## config.mk

```make
export PLATFORM = sky130hd
export DESIGN_NAME = tlq_fifo
export DESIGN_NICKNAME = d
export VERILOG_FILES = /design/src/rtl/tlq_fifo.sv
export SDC_FILE = /design/constraint.sdc
export NUM_CORES = 1
export LEC_CHECK = 0
export ABC_AREA = 1
export BUFFER_PORTS_ARGS = -buffer_cell sky130_fd_sc_hd__buf_2
export CAP_MARGIN = 5
export CORE_MARGIN = 10
export CORE_UTILIZATION = 49
export DETAILED_ROUTE_END_ITERATION = 8
export MAX_ROUTING_LAYER = met4
export PLACE_DENSITY = 0.81
export RECOVER_POWER = 50
export SETUP_SLACK_MARGIN = 0.15
export SLEW_MARGIN = 30
export SYNTH_ARGS = -nofsm -noshare
export SYNTH_HDL_FRONTEND = slang
export SYNTH_SLANG_ARGS = --single-unit
```

## constraint.sdc

```tcl
create_clock -name clk -period 1.6 [get_ports clk]
set_input_delay 0 -clock clk [delete_from_list [all_inputs] [get_ports clk]]
set_output_delay 0 -clock clk [all_outputs]
set_load 0.02 [all_outputs]
```

## src/rtl/tlq_fifo.sv

```systemverilog
`default_nettype none
module tlq_fifo #(
	parameter int WIDTH = 8
) (
	input  wire logic             clk,
	input  wire logic             arst_n,
	input  wire logic             wr_en,
	input  wire logic [WIDTH-1:0] wr_data,
	output logic                  full,
	input  wire logic             rd_en,
	output logic      [WIDTH-1:0] rd_data,
	output logic                  not_empty
);
	// two-entry queue
	logic [WIDTH-1:0] mem [2];
	logic             wr_ptr_q;
	logic             rd_ptr_q;
	logic [1:0]       count_q;

	assign full      = (count_q == 2'd2);
	assign not_empty = (count_q != 2'd0);
	assign rd_data   = mem[rd_ptr_q];

	always_ff @(posedge clk) begin
		if (wr_en) begin
			mem[wr_ptr_q] <= wr_data;
		end
	end

	always_ff @(posedge clk or negedge arst_n) begin
		if (!arst_n) begin
			wr_ptr_q <= 1'b0;
			rd_ptr_q <= 1'b0;
			count_q  <= 2'd0;
		end else begin
			if (wr_en) wr_ptr_q <= ~wr_ptr_q;
			if (rd_en) rd_ptr_q <= ~rd_ptr_q;
			case ({wr_en, rd_en})
				2'b10:   count_q <= count_q + 2'd1;
				2'b01:   count_q <= count_q - 2'd1;
				default: count_q <= count_q;
			endcase
		end
	end
endmodule
`default_nettype wire

```

==> reports/metrics.yaml, run 1 <==
timing:
  tns_ns: 0
  period_needed_ns: 1.29
  setup-violations-final: 0
  hold_violations: 0
  worstMarginPinSlew_ns: 0.470
  period_share_pct: 80.7
  rsz0062_at_grt: "no"
  fmax_ghz: 0.775
  slew_headroom_pct: 68.6
  finalMaxSlewViolations: 0
  finClkSkew_ns: 0.00788
drt:
  drcViolationCount: 0
  vias: 536
  routed_wirelength_mm: 1.45
  wire_per_inst_um: 12.4
  viasPerCell: 4.58
  dr.pass1.iters: 4
  drt_iter0_markers: 8
  postRouteAntennaNets: 0
worst_setup_path:
  crit_type: "in2reg"
  arrival_ns: 1.23
  cp_max_fo: 8
  worstSetupStartpointType: "input pin"
  crit_path_end_kind: "register"
  cp.required_ns: 1.54
hold_path:
  hold_path.class: "in2async"
yosys:
  syn_inst: 66
  synth-simple-area-share_pct: 8.64
  syn-num-nets: 79
  synth_top_family_by_area: "buffers and inverters"
  yosysSeqAreaShare_pct: 70.3
  syn_area_um2: 826
  synthAdderAreaFrac_pct: 1.52
  synth_compound_area_share_pct: 6.21
  avgSynthCellArea_um2: 12.5
  yosys_warnings: 0
  yosysUniqueCellTypes: 14
  yosys-mux-area-fraction_pct: 0
  synth_xor_area_share_pct: 3.18
  ys_seq_elements: 20
placed_design:
  dp_hpwl_mm: 1.05
  gp_congestion: 0.624
  io_buffers: 21
  placed_area_um2: 927
global_route:
  grt_pass1_vias: 540
  grt_pass1_wl_mm: 2.40
  grt_overflow_total: 0
  grt.total_usage_pct: 8.95
  antenna_found_initial: 0
  grt_max_degree: 18
power:
  p_sw_share_pct: 37.9
  p_int_uw: 1020
  p_comb_share_pct: 35.5
  power_switching_uw: 621
  pwr-share-seq_pct: 50.1
  power_density_mw_per_mm2: 1550
  ir_drop_v: 0.00114
  leakage_uw: 0.000477
  clkPwrFrac_pct: 14.4
  total_power_uw: 1640
die:
  die_area_mm2: 0.00373
  die_x_um: 61.1
  io_pins: 22
  dieHeight_um: 61.1
  start_util_pct: 53.6
  core_mm2: 0.00154
  std_cell_rows: 14
status:
  status: "finished, final reports clean"
final_layout:
  area_delta_synth_final_pct: 27.7
  drive_gt1_share_pct: 22.8
  final_nets: 115
  num_antenna_cells: 0
  design_area_mm2: 0.00105
  fill_cells: 125
  ff_latch_area_um2: 582
  multi_input_area_um2: 161
flow_run:
  max-cap-violations: 0
clocking:
  cts.sinks: 20
  worst_skew_pair.late_latency_ns: 0.29
  cts.clk_slew.worst_paths_ns: 0.11
  htreeDepth: 1
  clockBufferDepth: 2
  post_cts_buffers: 0
  cts_tree: "built"
  cts_buffers: 3
  root_buffer: "clkbuf_4"
[state kept, by name, summed over array words and instances (netlist names)]
name	count
count_q	2
mem	16
rd_ptr_q	1
wr_ptr_q	1
[path summary, 6_finish.rpt]
check	from	to	slack (ns)	cells after the start
worst max-delay path	wr_en	mem[0][4]	0.31	5
min in group clk	wr_data[0]	mem[0][0]	0.42	2
max in group asynchronous	arst_n	rd_ptr_q	1.30	2
worst max register to register	wr_ptr_q	mem[0][4]	0.34	2
worst min-delay path	arst_n	wr_ptr_q	0.08	2
worst min register to register	count_q[1]	count_q[1]	0.48	2
[synth_stat cells]
master | count | share of area [%]
buf_12 | 1 | 2.4
buf_6 | 1 | 1.4
dfrtp_1 | 4 | 12
edfxtp_1 | 16 | 58
ha_1 | 1 | 1.5
inv_1 | 14 | 6.4
nand2_1 | 14 | 6.4
nand3_1 | 1 | 0.61
nand4_1 | 1 | 0.76
nor2_1 | 2 | 0.91
o21ai_0 | 5 | 3.0
o21ai_2 | 3 | 3.2
xnor2_1 | 1 | 1.1
xor2_1 | 2 | 2.1
[critical path, cell delays in order]
cell           delay (ns)
dlygate4sd3_1        0.53
clkbuf_1             0.16
inv_1                0.08
nor2_1               0.08
clkbuf_1             0.38
[per-layer routing]
layer / vias to the layer above / share of wire, % / global-route usage [%]
met5: - / 0 / -
met4: 0 / 0.55 / 5.64
met3: 2 / 7.8 / 3.29
met2: 14 / 50 / 13.4
met1: 237 / 41 / 9.83
li1: 283 / - / -
[per-stage QoR]
| stage | hold WS, ns | std cells | setup WS (ns) | util [%] |
|---|---|---|---|---|
| floorplan | -0.296 | 66 | 0.456 | - |
| global placement | -0.189 | 102 | 0.583 | 60.1 |
| detailed placement | -0.186 | 102 | 0.507 | 60.1 |
| CTS | 0.0182 | 117 | 0.177 | 69.0 |
| global route | 0.0678 | 117 | 0.217 | 68.4 |
| finish | 0.0759 | 117 | 0.309 | 68.4 |
[cells in the final DEF, fill, tap and decap left out, drive strengths merged]
master	instances
nand3	1
xor2	2
nor2	2
xnor2	1
nand2	14
clkbuf	10
dfrtp	4
edfxtp	16
inv	14
buf	16
dlygate4sd3	11
o21ai	8
ha	1
nand4	1
[timing repair]
item | 4_1_cts | 5_1_grt
setup endpoints to repair | 0 | 8
endpoints found under the hold margin | 22 | 0
hold buffers | 11 | 0
gates resized for setup | 0 | 1
[layout make-up]
class,count,share of cell area [%]
clock buffers,4,2.49
inverters,14,4.98
multi-input cells,30,15.3
flip-flops and latches,20,55.2
well taps,16,1.90
repair buffers,33,20.2
[logic make-up (layout without fill, tap and decap cells)]
| group | count (synthesis) | in the layout |
|---|---|---|
| compound gates | 8 | 8 |
| xor+xnor | 3 | 3 |
| fa+ha+maj | 1 | 1 |
| buf+inv | 16 | 51 |
| flops | 20 | 20 |
| simple gates | 18 | 18 |
[power groups by stage]
| stage | Sequential (uW) | Clock (uW) | Combinational (uW) |
|---|---|---|---|
| 2_1_floorplan | 761 | 0 | 518 |
| 3_3_place_gp | 821 | 0 | 569 |
| 3_5_place_dp | 833 | 0 | 584 |
| 4_1_cts | 819 | 245 | 606 |
| 5_1_grt | 848 | 273 | 654 |
| 6_report | 820 | 236 | 581 |
Note: power is estimated with default switching activity, not from simulation.
==> inputs of run 2 (changes only) <==
Clock period 1.6 ns to 1.2 ns, I/O delays scaled along.
==> reports/metrics.yaml, run 2 (synthesis gave the netlist of run 1 again) <==
status:
  status: "finished, final reports clean"
flow_run:
  max-cap-violations: 0  # unchanged
final_layout:
  layout_commonest_cell: "edfxtp_1"
  final_nets: 120  # +4.3%
  layout_common_cells: "edfxtp_1, inv_1, nand2_1, dlygate4sd3_1, buf_6"
  drive_gt1_share_pct: 34.9  # +12 points
  regMostFlops: "mem"
  final_cells: 122  # +4.3%
  fill_cells: 106  # -15%
  largest_reg_flops: 16  # unchanged
  top_regs: "mem (16), count_q (2)"
  num_antenna_cells: 0  # unchanged
  area_delta_synth_final_pct: 46.5
drt:
  routed_wirelength_mm: 1.80  # +25%
  vias: 594  # +11%
  postRouteAntennaNets: 0  # unchanged
  wire_per_inst_um: 14.8  # +20%
  viasPerCell: 4.87  # +6.3%
  dr.pass1.iters: 4  # unchanged
  drt_iter0_markers: 15  # +7
  drcViolationCount: 0  # unchanged
clocking:
  htreeDepth: 1  # unchanged
  cts_buffers: 3  # unchanged
  cts.clk_slew.worst_paths_ns: 0.10  # about the same
  worst_skew_pair.late_latency_ns: 0.29  # about the same
  cts.sinks: 20  # unchanged
  cts_tree: "built"
  clockBufferDepth: 2  # unchanged
  root_buffer: "clkbuf_4"
worst_setup_path:
  cp.required_ns: 1.20  # -0.34 ns
  worstSetupStartpointType: "register"
  cp_max_fo: 8  # unchanged
  crit_type: "reg2out"
  arrival_ns: 1.16  # -0.07 ns
  crit_path_end_kind: "primary output"
  ff2ff_setup_slack_ns: 0.16  # -0.18 ns
power:
  ir_drop_v: 0.00142  # +24%
  power_density_mw_per_mm2: 2260  # +46%
  leakage_uw: 0.000526  # +10%
global_route:
  grt_pass1_wl_mm: 2.70  # +13%
  grt.total_usage_pct: 10.0  # +1.1 points
  grt_overflow_total: 0  # unchanged
  antenna_found_initial: 0  # unchanged
  grt_pass1_vias: 644  # +19%
  grt_max_degree: 12  # -6
timing:
  finalMaxSlewViolations: 0  # unchanged
  tns_ns: 0  # unchanged
  rsz0062_at_grt: "yes"
  finClkSkew_ns: 0.000863  # -0.00701 ns
  worstMarginPinSlew_ns: 0.309  # -0.161 ns
  hold_violations: 0  # unchanged
  period_share_pct: 96.6
  fmax_ghz: 0.863
  setup-violations-final: 0  # unchanged
  period_needed_ns: 1.16
  slew_headroom_pct: 79.4  # +11 points
placed_design:
  dp.cells: 102  # unchanged
  gp_congestion: 0.627  # +0.53%
  io_buffers: 21  # unchanged
  dp_hpwl_mm: 1.09  # +3.3%
die:
  std_cell_rows: 14  # unchanged
  die_area_mm2: 0.00373  # unchanged
  core_mm2: 0.00154  # unchanged
  io_pins: 22  # unchanged
  die_x_um: 61.1  # unchanged
  start_util_pct: 53.6  # unchanged
  dieHeight_um: 61.1  # unchanged
hold_path:
  hold_path.class: "in2async"
[run 2: cell types whose count changed in the layout (fill, tap and decap cells not counted), moves of 2 or more]
cell     before  now
o21ai_0       5    0
buf_2        16    5
o21ai_2       3    6
o21ai_4       0    2
buf_4         0    4
nand2_1      14   11
nand2_2       0    3
buf_6         0    9
[run 2: critical path, stage by stage, from the launching register on]
cell	delay [ns]
dfrtp_2	0.44
buf_8	0.16
o21ai_4	0.13
buf_6	0.14
[run 2: worst paths after layout]
check,startpoint,to,cells after the start
max,rd_ptr_q,rd_data[3],3
min,arst_n,count_q[1],2
max reg2reg,wr_ptr_q,mem[1][0],2
min reg2reg,count_q[1],count_q[1],2
max in group asynchronous,arst_n,rd_ptr_q,2
min in group clk,wr_en,count_q[0],4
[run 2: final cells by class]
cell class	instances	area (um2)	share of cell area, %
inverters	14	52.6	4.34
multi-input cells	30	218	18.0
repair buffers	38	312	25.7
flip-flops and latches	20	582	48.1
well taps	16	20.0	1.65
clock inverters	1	3.75	0.310
clock buffers	3	22.5	1.86
[run 2: per-layer routing]
metal  track usage (%)  vias up  routed length, um
met5                 -        -                  0
met4              3.76        0                 11
met3              2.88        2                112
met2              19.3       19               1030
met1              8.86      281                651
li1                  -      292                  -
[run 2: power by group]
| part | switching [uW] | internal (uW) |
|---|---|---|
| clock network | 185 | 121 |
| registers | 99.3 | 945 |
| logic | 747 | 640 |
[run 2: metrics by stage]
| step | total power, uW | area [um2] | setup WS (ns) | hold WS [ns] | util (%) |
|---|---|---|---|---|---|
| finish | 2740 | 1210 | 0.0410 | 0.0623 | 78.5 |
| CTS | 2640 | 1180 | 0.0505 | 0.0191 | 76.4 |
| detailed placement | 1900 | 930 | 0.105 | -0.191 | 60.3 |
| global placement | 1860 | 930 | 0.152 | -0.189 | 60.3 |
| floorplan | 1710 | 828 | 0.196 | -0.296 | - |
| global route | 2880 | 1210 | 0.000161 | 0.0688 | 78.5 |
[run 2: timing repair]
| item | CTS | global route |
|---|---|---|
| resized for setup | 30 | 8 |
| hold buffers | 11 | 0 |
| pin swaps | 8 | 0 |
| hold endpoints to repair | 22 | 0 |
| buffers inserted | 4 | 1 |
| gates cloned | 0 | 0 |
| endpoints found under the setup margin | 8 | 18 |
