==> src/rtl/tlq_pkg.sv <==
`default_nettype none
package tlq_pkg;

	// Direction components are scaled down until both fit in this many bits.
	localparam int NORM_BITS = 24;
	localparam int SQ_BITS   = 2 * NORM_BITS;
	// Square root radicand and root widths; radicand is (ax^2 + ay^2) << RAD_SHIFT.
	localparam int RAD_BITS  = 64;
	localparam int ROOT_BITS = 32;
	localparam int RAD_SHIFT = 14;
	// Quotient headroom above FRAC_BITS: |n| stays near line_width / 2.
	localparam int QUOT_XTRA = 9;

	localparam logic [2:0] VIDX_FIRST = 3'd0;
	localparam logic [2:0] VIDX_LAST  = 3'd5;

	typedef struct packed {
		logic degen;
		logic dx_neg;
		logic dy_neg;
	} tlq_flags_t;

	// Quad vertex order: p1+n, p1-n, p2-n, p2+n, p1+n, p2-n
	function automatic logic vtx_use_end(input logic [2:0] k);
		return (k == 3'd2) || (k == 3'd3) || (k == 3'd5);
	endfunction

	function automatic logic vtx_plus(input logic [2:0] k);
		return (k == 3'd0) || (k == 3'd3) || (k == 3'd4);
	endfunction

endpackage
`default_nettype wire

==> src/rtl/tlq_back.sv <==
`default_nettype none
module tlq_back #(
	parameter int COORD_BITS = 24,
	parameter int FRAC_BITS  = 8,
	parameter int ENTRY_BITS = 8
) (
	input  wire logic                         clk,
	input  wire logic                         arst_n,
	input  wire logic                  [15:0] line_width,
	input  wire logic                         q_valid,
	input  wire logic        [ENTRY_BITS-1:0] q_data,
	output logic                              pop,
	output logic                              out_valid,
	input  wire logic                         out_ready,
	output logic signed      [COORD_BITS-1:0] vertex_x,
	output logic signed      [COORD_BITS-1:0] vertex_y,
	output logic                        [2:0] vertex_index,
	output logic                              last_vertex,
	output logic                              degenerate,
	output logic                              clamped
);
	import tlq_pkg::*;

	localparam int QB   = FRAC_BITS + QUOT_XTRA;
	localparam int NUMW = NORM_BITS + 16 + FRAC_BITS + 1;
	localparam int DENW = ROOT_BITS + 2;
	localparam int CMPW = (NUMW > DENW + QB) ? NUMW : DENW + QB;
	localparam int REMW = ROOT_BITS + 2;
	localparam int SW   = COORD_BITS + QB + 2;
	localparam int CNTW = 5;
	localparam logic [CNTW-1:0] SQRT_LAST = CNTW'(ROOT_BITS - 1);
	localparam logic [CNTW-1:0] DIV_LAST  = CNTW'(QB - 1);

	typedef enum logic [2:0] {S_IDLE, S_SQRT, S_MUL, S_DIV, S_EMIT} state_t;

	state_t                 state_q;
	logic [CNTW-1:0]        cnt_q;
	logic [2:0]             k_q;
	logic [COORD_BITS-1:0]  x1_q, y1_q, x2_q, y2_q;
	logic [NORM_BITS-1:0]   ax_q, ay_q;
	tlq_flags_t             fl_q;
	logic [RAD_BITS-1:0]    rad_q;
	logic [REMW-1:0]        srem_q;
	logic [ROOT_BITS-1:0]   root_q;
	logic [CMPW-1:0]        remx_q, remy_q, dsh_q;
	logic [QB-1:0]          qx_q, qy_q;

	// queue entry fields
	logic [COORD_BITS-1:0]  e_x1, e_y1, e_x2, e_y2;
	logic [NORM_BITS-1:0]   e_ax, e_ay;
	logic [SQ_BITS-1:0]     e_sqx, e_sqy;
	tlq_flags_t             e_fl;

	assign {e_x1, e_y1, e_x2, e_y2, e_ax, e_ay, e_sqx, e_sqy, e_fl} = q_data;

	// square root step: two radicand bits in, one root bit out
	logic [REMW-1:0] srem_sh, strial, srem_n;
	logic [ROOT_BITS-1:0] root_n;
	always_comb begin
		srem_sh = {srem_q[REMW-3:0], rad_q[RAD_BITS-1 -: 2]};
		strial  = {root_q, 2'b01};
		if (srem_sh >= strial) begin
			srem_n = srem_sh - strial;
			root_n = {root_q[ROOT_BITS-2:0], 1'b1};
		end else begin
			srem_n = srem_sh;
			root_n = {root_q[ROOT_BITS-2:0], 1'b0};
		end
	end

	// numerators: a * line_width * 2^FRAC_BITS + 2L (den / 2 with den = 4L)
	logic [NUMW-1:0] scale, numx, numy;
	always_comb begin
		scale = NUMW'(line_width) << FRAC_BITS;
		numx  = NUMW'(ax_q) * scale + (NUMW'(root_q) << 1);
		numy  = NUMW'(ay_q) * scale + (NUMW'(root_q) << 1);
	end

	// vertex build
	logic signed [QB:0]           nx, ny, nxs, nys;
	logic signed [SW-1:0]         sx, sy, bx, by;
	logic signed [COORD_BITS-1:0] vx, vy;
	logic                         hitx, hity;
	localparam logic signed [SW-1:0] HI = SW'((64'sd1 <<< (COORD_BITS - 1)) - 64'sd1);
	localparam logic signed [SW-1:0] LO = -HI - SW'(1);
	always_comb begin
		nx  = fl_q.dy_neg ? $signed({1'b0, qy_q}) : -$signed({1'b0, qy_q});
		ny  = fl_q.dx_neg ? -$signed({1'b0, qx_q}) : $signed({1'b0, qx_q});
		nxs = vtx_plus(k_q) ? nx : -nx;
		nys = vtx_plus(k_q) ? ny : -ny;
		bx  = SW'($signed(vtx_use_end(k_q) ? x2_q : x1_q));
		by  = SW'($signed(vtx_use_end(k_q) ? y2_q : y1_q));
		sx  = bx + SW'(nxs);
		sy  = by + SW'(nys);
		hitx = (sx > HI) || (sx < LO);
		hity = (sy > HI) || (sy < LO);
		vx  = (sx > HI) ? COORD_BITS'(HI) : (sx < LO) ? COORD_BITS'(LO) : COORD_BITS'(sx);
		vy  = (sy > HI) ? COORD_BITS'(HI) : (sy < LO) ? COORD_BITS'(LO) : COORD_BITS'(sy);
	end

	logic emit;
	assign pop  = (state_q == S_IDLE) && q_valid;
	assign emit = (state_q == S_EMIT) && (!out_valid || out_ready);

	always_ff @(posedge clk or negedge arst_n) begin
		if (!arst_n) begin
			state_q      <= S_IDLE;
			cnt_q        <= '0;
			k_q          <= VIDX_FIRST;
			out_valid    <= 1'b0;
			vertex_x     <= '0;
			vertex_y     <= '0;
			vertex_index <= VIDX_FIRST;
			last_vertex  <= 1'b0;
			degenerate   <= 1'b0;
			clamped      <= 1'b0;
		end else begin
			out_valid <= emit || (out_valid && !out_ready);
			case (state_q)
				S_IDLE: begin
					if (q_valid) begin
						cnt_q   <= '0;
						k_q     <= VIDX_FIRST;
						state_q <= e_fl.degen ? S_EMIT : S_SQRT;
					end
				end
				S_SQRT: begin
					cnt_q <= cnt_q + 1'b1;
					if (cnt_q == SQRT_LAST) state_q <= S_MUL;
				end
				S_MUL: begin
					cnt_q   <= '0;
					state_q <= S_DIV;
				end
				S_DIV: begin
					cnt_q <= cnt_q + 1'b1;
					if (cnt_q == DIV_LAST) state_q <= S_EMIT;
				end
				S_EMIT: begin
					if (emit) begin
						vertex_x     <= vx;
						vertex_y     <= vy;
						vertex_index <= k_q;
						last_vertex  <= (k_q == VIDX_LAST);
						degenerate   <= fl_q.degen;
						clamped      <= hitx || hity;
						k_q          <= k_q + 3'd1;
						if (k_q == VIDX_LAST) state_q <= S_IDLE;
					end
				end
				default: state_q <= S_IDLE;
			endcase
		end
	end

	always_ff @(posedge clk) begin
		if (pop) begin
			x1_q   <= e_x1;
			y1_q   <= e_y1;
			x2_q   <= e_x2;
			y2_q   <= e_y2;
			ax_q   <= e_ax;
			ay_q   <= e_ay;
			fl_q   <= e_fl;
			rad_q  <= RAD_BITS'(e_sqx + e_sqy) << RAD_SHIFT;
			srem_q <= '0;
			root_q <= '0;
			qx_q   <= '0;
			qy_q   <= '0;
		end
		if (state_q == S_SQRT) begin
			rad_q  <= rad_q << 2;
			srem_q <= srem_n;
			root_q <= root_n;
		end
		if (state_q == S_MUL) begin
			remx_q <= CMPW'(numx);
			remy_q <= CMPW'(numy);
			dsh_q  <= CMPW'({root_q, 2'b00}) << (QB - 1);
		end
		if (state_q == S_DIV) begin
			dsh_q <= dsh_q >> 1;
			if (remx_q >= dsh_q) begin
				remx_q <= remx_q - dsh_q;
				qx_q   <= {qx_q[QB-2:0], 1'b1};
			end else begin
				qx_q   <= {qx_q[QB-2:0], 1'b0};
			end
			if (remy_q >= dsh_q) begin
				remy_q <= remy_q - dsh_q;
				qy_q   <= {qy_q[QB-2:0], 1'b1};
			end else begin
				qy_q   <= {qy_q[QB-2:0], 1'b0};
			end
		end
	end

`ifndef SYNTHESIS
	a_last_idx: assert property (@(posedge clk) disable iff (!arst_n)
		out_valid && last_vertex |-> vertex_index == VIDX_LAST)
		else $error("last flag off the final vertex");
	a_div_exit: assert property (@(posedge clk) disable iff (!arst_n)
		state_q == S_DIV |=> state_q == S_DIV || state_q == S_EMIT)
		else $error("divider left early");
	a_emit_pop: assert property (@(posedge clk) disable iff (!arst_n)
		state_q == S_EMIT && k_q != VIDX_LAST |=> !pop)
		else $error("queue popped mid-emit");
`endif
endmodule
`default_nettype wire

==> config.mk <==
export PLATFORM = sky130hd
export DESIGN_NAME = tlq_back
export DESIGN_NICKNAME = d
export VERILOG_FILES = /design/src/rtl/tlq_pkg.sv /design/src/rtl/tlq_back.sv
export SDC_FILE = /design/constraint.sdc
export NUM_CORES = 1
export LEC_CHECK = 0
export BUFFER_PORTS_ARGS = -buffer_cell sky130_fd_sc_hd__buf_4
export CAP_MARGIN = 20
export CORE_ASPECT_RATIO = 0.6
export CORE_MARGIN = 10
export CORE_UTILIZATION = 45
export CTS_CLUSTER_DIAMETER = 60
export CTS_CLUSTER_SIZE = 30
export DETAILED_ROUTE_END_ITERATION = 16
export PLACE_DENSITY = 0.68
export SYNTH_ARGS = -nofsm -noshare
export SYNTH_HDL_FRONTEND = slang
export SYNTH_SLANG_ARGS = --single-unit
==> constraint.sdc <==
create_clock -name clk -period 4.69 [get_ports clk]
set_input_delay 0.938 -clock clk [delete_from_list [all_inputs] [get_ports clk]]
set_output_delay 0.938 -clock clk [all_outputs]
set_load 0.03 [all_outputs]
==> results by group <==
Synthesis
  • Mean Syn Cell Area: approximately 8.9 um2
  • Count leader, synth: nand2_1
  • Synthesized area: approximately 0.023 mm2
  • Area share of the largest cell type after synthesis: between 20% and 30%
  • Synth area leaders: edfxtp_1 (26%), dfxtp_1 (8.9%), ha_1 (7.8%)
  • Mux share of post-synthesis cell area: under 10%
  • Yosys reg bits: 356
  • Mapped Cells: around 2.6k
  • Post-synth ARST share: ~15%
  • Synth Area in XOR/XNOR: between 6 and 7%
  • Yosys top cell by area: edfxtp_1
  • Synthesis Warnings: 0
  • Yosys cell types: 84
  • Largest family of logic cells by synthesized area: compound AO/OA/AOI/OAI gates
  • Compound-Gate Fraction of Synth Area: 18.2%
  • Top cells by count, synth: nand2_1 (280), nor2_1 (215), a21oi_1 (203), edfxtp_1 (201), o21ai_0 (188)
  • Seq/Total Area, Yosys: roughly two fifths
  • Syn Nets: 2,749
  • Post-synth EDFFs: 201
  • Synth Area in Adders: 7.94%
  • Synth Area in Simple Gates: between 15 and 20%
  • Primary FF master, synth: edfxtp_1

Final layout
  • Inserted Diodes: 0
  • Fraction of layout cells with a size suffix above 1: 7.20%
  • Fin nets: 2,735
  • FF/Latch Area: around 0.0094 mm2
  • Layout area overhead: 8.95%
  • Fillers: roughly 4.8k
  • Non-filler cells, final: 3,275
  • Area of the multi-input gates: approximately 0.013 mm2
  • Final cell utilization of the core: 49.4%
  • Final Instance Area: approximately 0.025 mm2

Clocking
  • Post-cts sizing count: 0
  • CTS clk-pin slew, worst paths: 80 ps
  • H-tree levels: 1
  • CTS buffer count: 27
  • Post-CTS Setup Bufs: 0
  • Cts hold-fix bufs: 0
  • Root cell of the clock tree: clkbuf_16
  • Clk_lat worst skew: around 600 ps
  • Total clock sinks: around 360
  • Clock Tree Buf Depth: 3
  • CTS tree: yes

Detailed routing
  • Antenna Nets Post-Route: 0
  • Vias per cell: between 5 and 6
  • Total detailed-routing wirelength: between 60 and 70 mm
  • # DRC: 0
  • First DRT Iteration DRCs: about 2k
  • DR vias: ~19k
  • Detailed Routing Iterations Pass 1: 6
  • Drt wl/cell: 18.8 um

Timing
  • Max-slew violations: 0
  • Ratio of final minimum period to clock period: 88.2%
  • Hold Vio Cnt, Final: 0
  • Final setup fails: 0
  • Slew @ Worst Pin: approximately 1100 ps
  • Relative slew margins: between 20 and 30%
  • Final Skew: ~40 ps
  • Period minus WS final: 4140 ps
  • Unrepaired setup endpoints after global routing: false
  • Fmax achieved: between 200 and 250 MHz
  • TNS Setup: 0 ps

Global route
  • GR met3 Demand/Resource: ~4.1%
  • Largest net degree at the start of global routing: between 60 and 70
  • Total GRT Usage: around a fifth
  • Initial antenna violation count: 0
  • M2 GR Usage: between 20% and 30%
  • Grt total ovfl: 0
  • Vias in the first global route: around 18k
  • GRT met1 Usage: 30.7%
  • Global-route wire length before repair: 98.8 mm
  • Busiest grt layer: met1

Worst hold path
  • Worst Hold Class: input pin to asynchronous set/reset pin

Place
  • DP HPWL: about 46 mm
  • Placed instance area: 0.0241 mm2
  • Inst Count DP: ~3.2k
  • Port Buffers: 66
  • GPL Wtd Cong: ~0.95

Floorplanning
  • Starting density of the core: a little under half
  • Die height: ~200 um
  • Io pins: 84
  • Die ar.: a little over 0.06 mm2
  • Core area: between 0.05 and 0.06 mm2
  • Row count: 64
  • Die W: approximately 310 um

Job
  • Maxcap violations: 0

Setup path
  • CP Cell Sequence: inv_1 > ha_1 > nand2_1 > nor2_1 > nand4_1 > nor3_1 > nand4_1 > o211a_1 > o31ai_1 > nand2_4 > a2111oi_0 > a21oi_1
  • Worst path arrival time: around 4600 ps
  • Critical path's most frequent cell: nand4_1
  • Critical Path Start Type: flip-flop
  • Setup CP Type: flip-flop to flip-flop
  • Critical Path RT: around 5100 ps
  • CP Max Fanout: 49
  • Crit path largest cell delay: roughly 550 ps
  • Critical path endpoint category: flip-flop
  • Buf/Inv on CP: 1
  • CP delay by family, top: simple AND/OR/NAND/NOR gates
  • Critical-path top delay cell: nor2_1

Power
  • PnR Total Power: 21.8 mW
  • Pwr Density: 868 mW/mm2
  • LEAKAGE: roughly 11 nW
  • Peak supply drop: roughly 0.48 mV

Run status
  • Outcome: finished, final reports clean
-- cells by family after synthesis --
group                      count (synthesis)
other                                      1
xor gates and xnor gates                 181
muxes                                     88
adders and majority gates                145
DFF                                      356
buffers and inverters                    272
AOI/OAI and AO/OA                        686
and+or+nand+nor                          847
-- registers in the layout, indices dropped and copies added, names as in the netlist --
signal        count
qx_q             17
srem_q           32
vertex_index      3
root_q           32
degenerate        1
state_q           3
fl_q              3
dsh_q            50
cnt_q             5
last_vertex       1
vertex_y         18
remx_q           51
qy_q             17
remy_q           51
out_valid         1
rad_q            50
k_q               3
vertex_x         18
-- worst reg2reg max path, stage by stage, from the launching register on --
cell       delay [ps]
edfxtp_1          380
inv_1             100
ha_1              380
nand2_1           100
nor2_1            550
nand4_1           190
nor3_1            510
nand4_1           340
o211a_1           300
o31ai_1           130
nand2_4           430
a2111oi_0         520
a21oi_1            70
-- final cells by class --
cell class / count / share of cell area (%)
clock buffers: 28 / 2.75
flip-flops and latches: 356 / 37.5
inverters: 137 / 2.05
clock inverters: 21 / 1.16
repair buffers: 92 / 2.90
well taps: 693 / 3.46
multi-input cells: 1948 / 50.2
-- worst paths after layout --
kind	from	to	slack [ps]	cells after the start
max	dsh_q[48]$_DFFE_PP_	remx_q[15]$_DFF_P_	550	12
min	arst_n	vertex_y[10]$_DFFE_PN0P_	400	1
max reg2reg	dsh_q[48]$_DFFE_PP_	remx_q[15]$_DFF_P_	550	12
min reg2reg	remy_q[41]$_DFF_P_	remy_q[41]$_DFF_P_	470	2
max in group asynchronous	arst_n	cnt_q[2]$_DFFE_PN0P_	3840	1
min in group clk	remy_q[41]$_DFF_P_	remy_q[41]$_DFF_P_	470	2
-- placed cells by master, fill, tap and decap left out, types with 87 or more instances in the layout --
cell type,n
a21oi_1,203
buf_4,89
dfxtp_1,102
edfxtp_1,201
ha_1,143
inv_1,136
mux2i_1,87
nand2_1,278
nor2_1,214
o21ai_0,188
xnor2_1,121
-- metal layers --
layer | vias to the layer above | wire length, um
met3 | 65 | 4840
met2 | 608 | 24400
met4 | 0 | 927
li1 | 9141 | -
met5 | - | 0
met1 | 9191 | 31400
-- report_power, final --
part           switching, mW  total (mW)  internal, mW  leakage, nW
sequential             0.805        6.07          5.27         3.59
clock                   1.43        2.63          1.21        0.478
combinational           8.05        13.1          5.03         6.89
-- per-stage QoR --
step,hold WS (ps),setup WS [ps]
floorplan,438,386
global placement,447,780
CTS,392,737
finish,401,555
global route,438,380
detailed placement,460,768
Note: power is estimated with default switching activity, not from simulation.
